[config.mk]
export PLATFORM = sky130hd
export DESIGN_NAME = sm3_hash_engine_core
export DESIGN_NICKNAME = d
export VERILOG_FILES = /design/src/rtl/sm3_pkg.sv /design/src/rtl/sm3_datapath.sv /design/src/rtl/sm3_control.sv /design/src/rtl/sm3_hash_engine_core.sv
export SDC_FILE = /design/constraint.sdc
export NUM_CORES = 2
export LEC_CHECK = 0
export ABC_AREA = 1
export BUFFER_PORTS_ARGS = -buffer_cell sky130_fd_sc_hd__clkbuf_2
export CORE_UTILIZATION = 40
export CTS_BUF_LIST = sky130_fd_sc_hd__clkbuf_4 sky130_fd_sc_hd__clkbuf_8 sky130_fd_sc_hd__clkbuf_16
export CTS_CLUSTER_DIAMETER = 40
export CTS_CLUSTER_SIZE = 28
export DETAILED_ROUTE_END_ITERATION = 8
export PLACE_DENSITY = 0.59
export SKIP_CTS_REPAIR_TIMING = 1
export SLEW_MARGIN = 25
export SYNTH_ARGS = -nofsm -noshare
export SYNTH_HDL_FRONTEND = slang
export SYNTH_SLANG_ARGS = --single-unit
[constraint.sdc]
create_clock -name clk -period 22.3 [get_ports clk]
set_input_delay 3.345 -clock clk [delete_from_list [all_inputs] [get_ports clk]]
set_output_delay 3.345 -clock clk [all_outputs]
set_load 0.05 [all_outputs]
[src/rtl/sm3_pkg.sv]
// Package with SM3 constants, command/status types and round functions.
package sm3_pkg;

	localparam logic [31:0] T_LO = 32'h79CC4519;
	localparam logic [31:0] T_HI = 32'h7A879D8A;
	localparam logic [7:0]  PAD_BYTE = 8'h80;

	localparam logic [255:0] IV = {
		32'h7380166F, 32'h4914B2B9, 32'h172442D7, 32'hDA8A0600,
		32'hA96F30BC, 32'h163138AA, 32'hE38DEE4D, 32'hB0FB0E4E
	};

	// What the controller asks of the datapath each cycle.
	typedef enum logic [2:0] {
		CMD_NONE,
		CMD_ABSORB,   // store input byte at fill pointer
		CMD_PAD_MARK, // store 0x80 at fill pointer
		CMD_PAD_ZERO, // store zero at fill pointer
		CMD_PAD_LEN,  // store length byte at fill pointer
		CMD_START,    // load message words and working registers
		CMD_ROUND,    // one compression round
		CMD_REARM     // reset chain value, counters
	} dp_op_t;

	typedef struct packed {
		dp_op_t      op;
		logic [7:0]  data;
		logic        finish; // fold working registers into chain on last round
	} dp_cmd_t;

	typedef struct packed {
		logic [5:0] fill;
		logic       round_last;
	} dp_stat_t;

	function automatic logic [31:0] rol(input logic [31:0] x, input logic [4:0] n);
		logic [63:0] d;
		d = {x, x} << n;
		return d[63:32];
	endfunction

	function automatic logic [31:0] p0(input logic [31:0] x);
		return x ^ rol(x, 5'd9) ^ rol(x, 5'd17);
	endfunction

	function automatic logic [31:0] p1(input logic [31:0] x);
		return x ^ rol(x, 5'd15) ^ rol(x, 5'd23);
	endfunction

endpackage

[src/rtl/sm3_datapath.sv]
// SM3 datapath: block buffer, message schedule window, round logic, chain value.
module sm3_datapath (
	input  logic              clk,
	input  logic              arst_n,
	input  sm3_pkg::dp_cmd_t  cmd,
	output sm3_pkg::dp_stat_t stat,
	output logic [255:0]      chain
);

	logic [31:0]  buf_q [16];
	logic [5:0]   fill_q;
	logic [63:0]  bits_q;
	logic [255:0] chain_q;
	logic [31:0]  w_q [16];
	logic [5:0]   rnd_q;
	logic [31:0]  a_q, b_q, c_q, d_q, e_q, f_q, g_q, h_q;

	logic [31:0] a12, ss1, ss2, tj, fx, gx, t1, t2, wnew, wp;
	logic [31:0] na, nb, nc, nd, ne, nf, ng, nh;
	logic [7:0]  len_byte;
	logic [2:0]  len_idx;
	logic [7:0]  wr_byte;
	logic        wr_en;
	logic [4:0]  lane_lsb;

	// Round function on the current window.
	always_comb begin
		tj   = (rnd_q < 6'd16) ? sm3_pkg::T_LO : sm3_pkg::T_HI;
		a12  = sm3_pkg::rol(a_q, 5'd12);
		ss1  = sm3_pkg::rol(a12 + e_q + sm3_pkg::rol(tj, rnd_q[4:0]), 5'd7);
		ss2  = ss1 ^ a12;
		if (rnd_q < 6'd16) begin
			fx = a_q ^ b_q ^ c_q;
			gx = e_q ^ f_q ^ g_q;
		end else begin
			fx = (a_q & b_q) | (a_q & c_q) | (b_q & c_q);
			gx = (e_q & f_q) | (~e_q & g_q);
		end
		wp   = w_q[0] ^ w_q[4];
		t1   = fx + d_q + ss2 + wp;
		t2   = gx + h_q + ss1 + w_q[0];
		wnew = sm3_pkg::p1(w_q[0] ^ w_q[7] ^ sm3_pkg::rol(w_q[13], 5'd15))
			^ sm3_pkg::rol(w_q[3], 5'd7) ^ w_q[10];
		na = t1; nb = a_q; nc = sm3_pkg::rol(b_q, 5'd9); nd = c_q;
		ne = sm3_pkg::p0(t2); nf = e_q; ng = sm3_pkg::rol(f_q, 5'd19); nh = g_q;
		len_idx  = fill_q[2:0];
		len_byte = bits_q[8'(7 - len_idx) * 8 +: 8];
		// Byte to store at the fill pointer; byte 0 of a word is its top lane.
		wr_en    = 1'b1;
		wr_byte  = 8'h00;
		lane_lsb = {~fill_q[1:0], 3'b000};
		case (cmd.op)
			sm3_pkg::CMD_ABSORB:   wr_byte = cmd.data;
			sm3_pkg::CMD_PAD_MARK: wr_byte = sm3_pkg::PAD_BYTE;
			sm3_pkg::CMD_PAD_ZERO: wr_byte = 8'h00;
			sm3_pkg::CMD_PAD_LEN:  wr_byte = len_byte;
			default:               wr_en = 1'b0;
		endcase
	end

	// Block buffer writes, one byte lane of one word at a time.
	always_ff @(posedge clk) begin
		if (wr_en)
			buf_q[fill_q[5:2]][lane_lsb +: 8] <= wr_byte;
	end

	// Schedule window and working registers.
	always_ff @(posedge clk) begin
		case (cmd.op)
			sm3_pkg::CMD_START: begin
				for (int i = 0; i < 16; i++)
					w_q[i] <= buf_q[i];
				{a_q, b_q, c_q, d_q, e_q, f_q, g_q, h_q} <= chain_q;
			end
			sm3_pkg::CMD_ROUND: begin
				for (int i = 0; i < 15; i++)
					w_q[i] <= w_q[i+1];
				w_q[15] <= wnew;
				{a_q, b_q, c_q, d_q, e_q, f_q, g_q, h_q} <= {na, nb, nc, nd, ne, nf, ng, nh};
			end
			default: ;
		endcase
	end

	// Control registers: fill pointer, bit count, round counter, chain.
	always_ff @(posedge clk or negedge arst_n) begin
		if (!arst_n) begin
			fill_q  <= '0;
			bits_q  <= '0;
			rnd_q   <= '0;
			chain_q <= sm3_pkg::IV;
		end else begin
			case (cmd.op)
				sm3_pkg::CMD_ABSORB: begin
					fill_q <= fill_q + 6'd1;
					bits_q <= bits_q + 64'd8;
				end
				sm3_pkg::CMD_PAD_MARK, sm3_pkg::CMD_PAD_ZERO,
				sm3_pkg::CMD_PAD_LEN: fill_q <= fill_q + 6'd1;
				sm3_pkg::CMD_START: rnd_q <= '0;
				sm3_pkg::CMD_ROUND: begin
					rnd_q <= rnd_q + 6'd1;
					if (cmd.finish)
						chain_q <= chain_q ^ {na, nb, nc, nd, ne, nf, ng, nh};
				end
				sm3_pkg::CMD_REARM: begin
					fill_q  <= '0;
					bits_q  <= '0;
					chain_q <= sm3_pkg::IV;
				end
				default: ;
			endcase
		end
	end

	assign stat.fill       = fill_q;
	assign stat.round_last = (rnd_q == 6'd63);
	assign chain           = chain_q;

endmodule

[src/rtl/sm3_control.sv]
// SM3 controller: input handshake, padding sequence, rounds and digest output.
module sm3_control (
	input  logic              clk,
	input  logic              arst_n,
	input  logic [7:0]        msg_byte,
	input  logic              last_byte,
	input  logic              no_data,
	input  logic              in_valid,
	output logic              in_stall,
	output logic              out_valid,
	input  logic              out_stall,
	output logic [2:0]        word_index,
	output logic              last_word,
	output sm3_pkg::dp_cmd_t  cmd,
	input  sm3_pkg::dp_stat_t stat
);

	typedef enum logic [2:0] {
		S_IDLE, S_START, S_ROUND, S_MARK, S_FILL, S_OUT
	} state_t;

	state_t     state_q;
	logic       final_q;   // compression is the last one: its result is the digest
	logic       pad_q;     // message ends: run padding after this block
	logic       len_ok_q;  // this padded block carries the length
	logic       tail_q;    // mark fell in the tail: a length-only block follows
	logic [2:0] idx_q;
	logic       take;

	assign in_stall   = (state_q != S_IDLE);
	assign take       = in_valid && !in_stall;
	assign out_valid  = (state_q == S_OUT);
	assign word_index = idx_q;
	assign last_word  = (idx_q == 3'd7);

	// Datapath command for this cycle.
	always_comb begin
		cmd.op     = sm3_pkg::CMD_NONE;
		cmd.data   = msg_byte;
		cmd.finish = 1'b0;
		case (state_q)
			S_IDLE:  if (take && !no_data) cmd.op = sm3_pkg::CMD_ABSORB;
			S_START: cmd.op = sm3_pkg::CMD_START;
			S_ROUND: begin
				cmd.op     = sm3_pkg::CMD_ROUND;
				cmd.finish = stat.round_last;
			end
			S_MARK:  cmd.op = sm3_pkg::CMD_PAD_MARK;
			S_FILL:  cmd.op = (len_ok_q && stat.fill >= 6'd56) ?
				sm3_pkg::CMD_PAD_LEN : sm3_pkg::CMD_PAD_ZERO;
			S_OUT:   if (!out_stall && last_word) cmd.op = sm3_pkg::CMD_REARM;
			default: ;
		endcase
	end

	// Sequencer.
	always_ff @(posedge clk or negedge arst_n) begin
		if (!arst_n) begin
			state_q  <= S_IDLE;
			final_q  <= 1'b0;
			pad_q    <= 1'b0;
			len_ok_q <= 1'b0;
			tail_q   <= 1'b0;
			idx_q    <= '0;
		end else begin
			case (state_q)
				S_IDLE: if (take) begin
					pad_q   <= last_byte;
					final_q <= 1'b0;
					if (!no_data && stat.fill == 6'd63)
						state_q <= S_START;
					else if (last_byte)
						state_q <= S_MARK;
				end
				S_START: state_q <= S_ROUND;
				S_ROUND: if (stat.round_last) begin
					if (final_q) begin
						idx_q   <= '0;
						state_q <= S_OUT;
					end else if (pad_q)
						state_q <= S_MARK;
					else if (tail_q) begin
						// A mark that fell in the tail leaves a second, length-only block.
						tail_q   <= 1'b0;
						len_ok_q <= 1'b1;
						state_q  <= S_FILL;
					end else
						state_q <= S_IDLE;
				end
				S_MARK: begin
					pad_q    <= 1'b0;
					len_ok_q <= (stat.fill <= 6'd55);
					tail_q   <= (stat.fill > 6'd55);
					state_q  <= (stat.fill == 6'd63) ? S_START : S_FILL;
					final_q  <= (stat.fill <= 6'd55);
				end
				S_FILL: if (stat.fill == 6'd63) begin
					state_q <= S_START;
					final_q <= len_ok_q;
				end
				S_OUT: if (!out_stall) begin
					idx_q <= idx_q + 3'd1;
					if (last_word) state_q <= S_IDLE;
				end
				default: state_q <= S_IDLE;
			endcase
		end
	end

endmodule

[src/rtl/sm3_hash_engine_core.sv]
// Top level of the streaming SM3 hash engine.
//   channel | signals                                   | direction
//   input   | in_valid, in_stall, msg_byte, last_byte, no_data | into block
//   output  | out_valid, out_stall, digest_word, word_index, last_word | out of block
// A byte is taken only while the engine is idle; the 64th byte of a block starts
// a compression (load plus 64 rounds, one round per cycle).
// The last item adds padding writes and one or two compressions,
// then eight output transfers. Reset is asynchronous and needs no clearing pass.
// in_stall is high whenever the engine is busy; out_stall holds the current word.
module sm3_hash_engine_core (
	input  logic        clk,
	input  logic        arst_n,
	input  logic        in_valid,
	output logic        in_stall,
	input  logic [7:0]  msg_byte,
	input  logic        last_byte,
	input  logic        no_data,
	output logic        out_valid,
	input  logic        out_stall,
	output logic [31:0] digest_word,
	output logic [2:0]  word_index,
	output logic        last_word
);

	sm3_pkg::dp_cmd_t  cmd;
	sm3_pkg::dp_stat_t stat;
	logic [255:0]      chain;

	sm3_control u_ctrl (
		.clk, .arst_n, .msg_byte, .last_byte, .no_data, .in_valid, .in_stall,
		.out_valid, .out_stall, .word_index, .last_word, .cmd, .stat
	);

	sm3_datapath u_dp (.clk, .arst_n, .cmd, .stat, .chain);

	assign digest_word = chain[255 - 32*word_index -: 32];

endmodule

# Yosys cells after proc, flatten, opt, wreduce, memory -nomap -nowiden
# Memory sizes are Yosys's and may differ from the RTL's.
# Index checks and enable logic that the tools add are counted.
totals:
  out_inout_bits: 38
  inputBits: 14
  ramBits: 1024
  wordCells: 212
  register_bits: 598
  memories: 2
op_classes:
  muxes: 75
  order_cmp: 4
  addsub: 15
  bitwise: 41
  n_shift: 5
  n_reduce_logical: 26
  eq_ne: 26
memory_table:
  columns: ["memory", "words", "width", "read_ports", "rd_clocked_by_memory_dff", "write_ports", "line_no", "rtl"]
  rows:
  - ["u_dp.buf_q", 16, 32, 16, 0, 1, "sm3_datapath.sv:10", "logic [31:0] buf_q [16];"]
  - ["u_dp.w_q", 16, 32, 16, 0, 16, "sm3_datapath.sv:14", "logic [31:0] w_q [16];"]
op_table:
  columns: ["operator", "count"]
  rows:
  - ["32-bit two-way mux", 19]
  - ["256-bit case mux with 2 select lines", 1]
  - ["32-bit case mux with 2 select lines", 8]
  - ["32-bit bitwise XOR", 14]
  - ["287-bit by 33-bit variable part select with 32-bit output", 1]
  - ["32-bit adder", 8]
  - ["256-bit two-way mux", 1]
  - ["256-bit bitwise XOR", 1]
  - ["32-bit bitwise AND", 5]
  - ["64-bit case mux with 2 select lines", 1]
  - ["32-bit OR", 3]
  - ["64-bit by 4-bit adder with 64-bit output (second input constant)", 1]
  - ["64-bit by 12-bit variable part select with 8-bit output", 1]
  - ["64-bit by 5-bit << shifter with 64-bit output", 1]
  - ["3-bit two-way mux", 16]
  - ["3-bit case mux with 6 select lines", 2]
  - ["32-bit NOT", 1]
  - ["8-bit by 7-bit variable shift with 32-bit output (first input constant)", 1]
  - ["8-bit by 7-bit variable part select with 32-bit output", 1]
  - ["26-bit two-way mux", 1]
  - ["6-bit case mux with 2 select lines", 2]
  - ["8-bit case mux with 3 select lines", 1]
  - ["3-bit equality test (second input constant)", 7]
  - ["1-bit two-way mux", 18]
  - ["other kinds (31)", 77]

# Depth between registers and ports, before layout
depth:
  depth_word: 12
  depth_mapped: 53
  depth_no_buf: 50

# Hierarchy
# A second synthesis with hierarchy kept.
unflattened:
  hier_cells: 9207
  hier_area_um2: 84825.1
modules_own_cells:
  columns: ["mod", "n_inst", "area_per_inst_um2", "cells_each"]
  rows:
  - ["sm3_datapath", 1, 80533.5, 8235]
  - ["sm3_hash_engine_core", 1, 3484.6, 851]
  - ["sm3_control", 1, 807.0, 121]

# Worst setup path before layout
# OpenSTA, ideal clock, no wires.
synth_path:
  path_type: "reg-to-reg"
  startpoint: "register u_ctrl.state_q[1]"
  endpoint: "register u_dp.a_q[0] (enable)"
  arrival_time_ns: 13.472
  stages_incl_launch_ff: 8
  path_buffers: 1
  required_time_ns: 16.946
  period_less_slack_ns: 18.825
  slack_ns: 3.475
  cell_sequence: "dfrtp_1 > inv_1 > nor2_1 > inv_2 > nor2_4 > inv_2 > clkbuf_1 > nand2_1"
synth_via:
  elab_chain_len: 8
  word_cells_on_any_way: 15
synth_rtl:
  columns: ["element", "line_no", "rtl"]
  rows:
  - ["start: declaration", "sm3_control.sv:22", "state_t state_q;"]
  - ["start signal: assignment", "sm3_control.sv:94", "state_q <= (stat.fill == 6'd63) ? S_START : S_FILL;"]
  - ["3-bit nonzero test", "sm3_control.sv:30", "assign in_stall = (state_q != S_IDLE);"]
  - ["1-bit zero test", "sm3_control.sv:31", "assign take = in_valid && !in_stall;"]
  - ["1-bit logical AND", "sm3_control.sv:31", null]
  - ["1-bit logical AND", "sm3_control.sv:42", "S_IDLE: if (take && !no_data) cmd.op = sm3_pkg::CMD_ABSORB;"]
  - ["1-bit two-way mux", "sm3_control.sv:42", null]
  - ["3-bit case mux with 6 select lines (*)", "sm3_control.sv:41", "case (state_q)"]
  - ["3-bit equality test", "sm3_datapath.sv:69", "case (cmd.op)"]
  - ["2-bit nonzero test (no line) (*)", null, null]
  - ["end signal: assignment", "sm3_datapath.sv:73", "{a_q, b_q, c_q, d_q, e_q, f_q, g_q, h_q} <= chain_q;"]
  - ["end signal: assignment", "sm3_datapath.sv:79", "{a_q, b_q, c_q, d_q, e_q, f_q, g_q, h_q} <= {na, nb, nc, nd, ne, nf, ng, nh};"]
  - ["end: declaration", "sm3_datapath.sv:16", "logic [31:0] a_q, b_q, c_q, d_q, e_q, f_q, g_q, h_q;"]
# Mark *: on every way between the ends. The rest lies on a longest branch, timed or not.
# A chain may end at the register's enable or synchronous reset.

# Final worst setup path
layout_path:
  startpoint: "register u_dp.rnd_q[4]"
  endpoint: "register u_dp.chain_q[114] (netlist: u_dp.chain[114])"
layout_via:
  elab_chain_len: 11
  word_cells_on_any_way: 17
layout_rtl:
  columns: ["element", "line_no", "rtl"]
  rows:
  - ["start: declaration", "sm3_datapath.sv:15", "logic [5:0] rnd_q;"]
  - ["start signal: assignment", "sm3_datapath.sv:102", "rnd_q <= rnd_q + 6'd1;"]
  - ["6-bit by 5-bit less-than comparator with 1-bit output", "sm3_datapath.sv:28, sm3_datapath.sv:32", null]
  - ["26-bit two-way mux", "sm3_datapath.sv:28", "tj = (rnd_q < 6'd16) ? sm3_pkg::T_LO : sm3_pkg::T_HI;"]
  - ["64-bit by 5-bit << shifter with 64-bit output", "sm3_pkg.sv:38", "d = {x, x} << n;"]
  - ["32-bit adder", "sm3_datapath.sv:30", "ss1 = sm3_pkg::rol(a12 + e_q + sm3_pkg::rol(tj, rnd_q[4:0]), 5'd7);"]
  - ["32-bit adder (2 in a row)", "sm3_datapath.sv:41", "t2 = gx + h_q + ss1 + w_q[0];"]
  - ["32-bit bitwise XOR (2 in a row)", "sm3_pkg.sv:43", "return x ^ rol(x, 5'd9) ^ rol(x, 5'd17);"]
  - ["256-bit bitwise XOR", "sm3_datapath.sv:104", "chain_q <= chain_q ^ {na, nb, nc, nd, ne, nf, ng, nh};"]
  - ["256-bit two-way mux", "sm3_datapath.sv:103", "if (cmd.finish)"]
  - ["256-bit case mux with 2 select lines", "sm3_datapath.sv:93", "case (cmd.op)"]
  - ["end signal: assignment", "sm3_datapath.sv:91", "chain_q <= sm3_pkg::IV;"]
  - ["end signal: assignment", "sm3_datapath.sv:104", null]
  - ["end signal: assignment", "sm3_datapath.sv:109", "chain_q <= sm3_pkg::IV;"]
  - ["end: declaration", "sm3_datapath.sv:13", "logic [255:0] chain_q;"]
# Several ways; a longest one is shown, not always the timed one. The select of a mux whose other input is x is not followed.

==> qor.yml <==
global_route:
  grt_start_max_net_pins: 203
  grt_pass1_wl_um: 427000
  grt_remaining_overflow: 0
  antenna_found_initial: 12
  grt_pass1_vias: 60700
  track_usage_pct: 28.2
power:
  p_int_mw: 5.92
  peakVddDrop_mv: 0.0648
  p_comb_share_pct: 0.2
  p_per_area_nw_per_um2: 78.6
  p_sw_share_pct: 21.2
  switching_power_mw: 1.59
  p_leak_nw: 40.5
  power_frac_seq_pct: 42.9
  fin_total_pwr_mw: 7.52
  p_clk_share_pct: 56.9
clocking:
  clk_latency_ns: 0.94
  clockBufferDepth: 4
  path_clk_slew_ns: 0.06
  tritoncts: "done"
  clock-root-buffer: "clkbuf_16"
  htreeDepth: 5
  cts_buffers: 281
  cts.sinks: 1619
layout:
  layout_commonest_cell: "nand2_1"
  regArea_sq_um: 47100
  final_cell_mix: "2796 x nand2_1, 1280 x edfxtp_1, 890 x inv_1"
  drive_above_1_share_pct: 9.50
  nFillCells: 18956
  area_delta_synth_final_pct: 15.2
  multi_input_area_sq_um: 31300
  fin_nets: 9094
  design_area_sq_um: 95700
synthesis:
  syn_inst: 8707
  synth_seq_cells: 1619
  synth_top_flop_cell: "edfxtp_1"
  syn_area_per_cell_sq_um: 9.54
  async_flop_share_pct: 20.9
  syn_nets: 9015
  ys_types: 60
  yosysWarnings: 0
  syn_area_sq_um: 83100
  synth_edf_count: 1280
  ys_seq_area_share_pct: 56.7
worst_setup_path:
  crit_path_max_incr_delay_ns: 0.85
  critPathCaptureType: "flop"
  crit_arrival_ns: 11.25
  cp_max_fo: 34
  path_class: "flop to flop"
  crit_slowest_cell: "o21ai_0"
  crit_top_cell: "nand2_1"
  critPathRequiredTime_ns: 23.15
  start_kind: "flop"
die:
  die_y_um: 458
  die_w_um: 458
  die-area_sq_um: 209000
  initial_utilization_pct: 40.4
  rows: 166
  core-area_sq_um: 205000
  boundaryPins: 52
routing:
  drtAntennaViolNets: 0
  vias_per_cell: 5.44
  dr.pass1.iters: 7
  drc_errors: 0
  drtIter0Drc: 7211
  wl_per_cell_um: 25.4
  vias: 63547
  drt-total-wl_um: 297000
outcome:
  outcome: "finished, final reports clean"
sta:
  max_freq_ghz: 0.0961
  final.setup.tns_ns: 0
  finalMaxSlewViolations: 0
  period_share_pct: 46.7
  slew_headroom_pct: 15.1
  skew_ns: 0.110
  tightest_slew_ns: 1.26
  period_needed_ns: 10.41
  hold_viol_final: 0
  rsz0062_at_grt: "no"
  setup_violations: 0
placed_design:
  io_buffers: 51
  dp_hpwl_um: 212000
  gp_congestion: 0.962
  dpl_cell_area_sq_um: 86300
hold_path:
  worstHoldPathType: "flop to flop"
flow_run:
  maxCapViolations: 0
## layer usage
| metal | part of all wire [%] | up-vias | wire, um | GRT usage [%] |
|---|---|---|---|---|
| li1 | - | 28962 | - | - |
| met1 | 44 | 31326 | 130000 | 40.5 |
| met2 | 44 | 2800 | 130000 | 42.0 |
| met3 | 8.8 | 453 | 26200 | 5.87 |
| met4 | 3.6 | 6 | 10600 | 9.87 |
| met5 | 0.012 | - | 35 | 0 |
## cell type report
type | instances | area share (%)
clock inverters | 177 | 1.96
well taps | 2688 | 3.51
flip-flops and latches | 1619 | 49.2
inverters | 909 | 3.59
repair buffers | 154 | 1.25
multi-input cells | 5821 | 32.7
clock buffers | 314 | 7.76
diodes | 6 | 0.0157
## Yosys cell counts, types with 44 or more instances
cell | count | area, sq um
a21oi_1 | 357 | 1790
clkbuf_1 | 288 | 1080
dfrtp_1 | 220 | 5510
dfstp_2 | 119 | 3130
edfxtp_1 | 1280 | 38400
fa_1 | 188 | 3760
ha_1 | 106 | 1330
inv_1 | 892 | 3350
mux2i_1 | 44 | 440
nand2_1 | 2797 | 10500
nand3_1 | 539 | 2700
nor2_1 | 358 | 1340
nor3_1 | 67 | 335
o21ai_0 | 686 | 3430
xnor2_1 | 88 | 771
xor2_1 | 304 | 2660
## stage by stage
stage / utilization [%] / std cells / hold slack, ns / worst slack (ns)
global route: 46.6 / 11682 / 0.481 / 11.42
CTS: 46.5 / 11677 / 0.441 / 12.28
floorplan: - / 8707 / 0.440 / 3.47
detailed placement: 42.0 / 11186 / 0.472 / 12.27
finish: 46.6 / 11688 / 0.443 / 11.89
global placement: 42.0 / 11180 / 0.463 / 11.99
## critical path, delay by kind of cell, from the launching register on
kind,cells,cell delay [ns]
XOR/XNOR,3,1.24
AO/OA/AOI/OAI,6,1.86
adder cells (fa/ha/maj),7,3.32
AND/OR/NAND/NOR,16,2.77
buffers and inverters,5,0.77
flip-flops,1,0.38
## state kept, by name (all words and copies together) (netlist names), 6 cells and up
register	count
u_dp.buf_q	512
u_dp.w_q	512
u_dp.chain	256
u_dp.bits_q	61
u_dp.a_q	32
u_dp.b_q	32
u_dp.c_q	32
u_dp.d_q	32
u_dp.e_q	32
u_dp.f_q	32
u_dp.g_q	32
u_dp.h_q	32
u_dp.fill_q	6
u_dp.rnd_q	6
## kinds of logic after synthesis
| group | synth area share [%] |
|---|---|
| fa+ha+maj | 6.13 |
| flops | 56.7 |
| buf+inv | 5.81 |
| mux | 0.544 |
| simple gates | 18.9 |
| compound gates | 7.75 |
| xor+xnor | 4.19 |
## final timing paths
kind | depth (start not counted) | start | slack (ns) | endpoint
max in group asynchronous | 3 | arst_n | 17.92 | u_dp.chain[107]
max | 37 | u_dp.rnd_q[4] | 11.89 | u_dp.chain[114]
min | 2 | u_dp.buf_q[5][23] | 0.44 | u_dp.w_q[0][183]
min in group asynchronous | 1 | arst_n | 2.35 | u_ctrl.final_q
max reg2reg | 37 | u_dp.rnd_q[4] | 11.89 | u_dp.chain[114]
min reg2reg | 2 | u_dp.buf_q[5][23] | 0.44 | u_dp.w_q[0][183]
## power by group through the flow
| stage | Combinational (mW) | Sequential, mW | Clock, mW |
|---|---|---|---|
| 2_1_floorplan | 0.000187 | 3.28 | 0 |
| 3_3_place_gp | 0.0187 | 3.28 | 0 |
| 3_5_place_dp | 0.0187 | 3.28 | 0 |
| 4_1_cts | 0.0187 | 3.22 | 4.32 |
| 5_1_grt | 0.0202 | 3.22 | 4.45 |
| 6_report | 0.0179 | 3.22 | 4.28 |
Note: power is estimated with default switching activity, not from simulation.
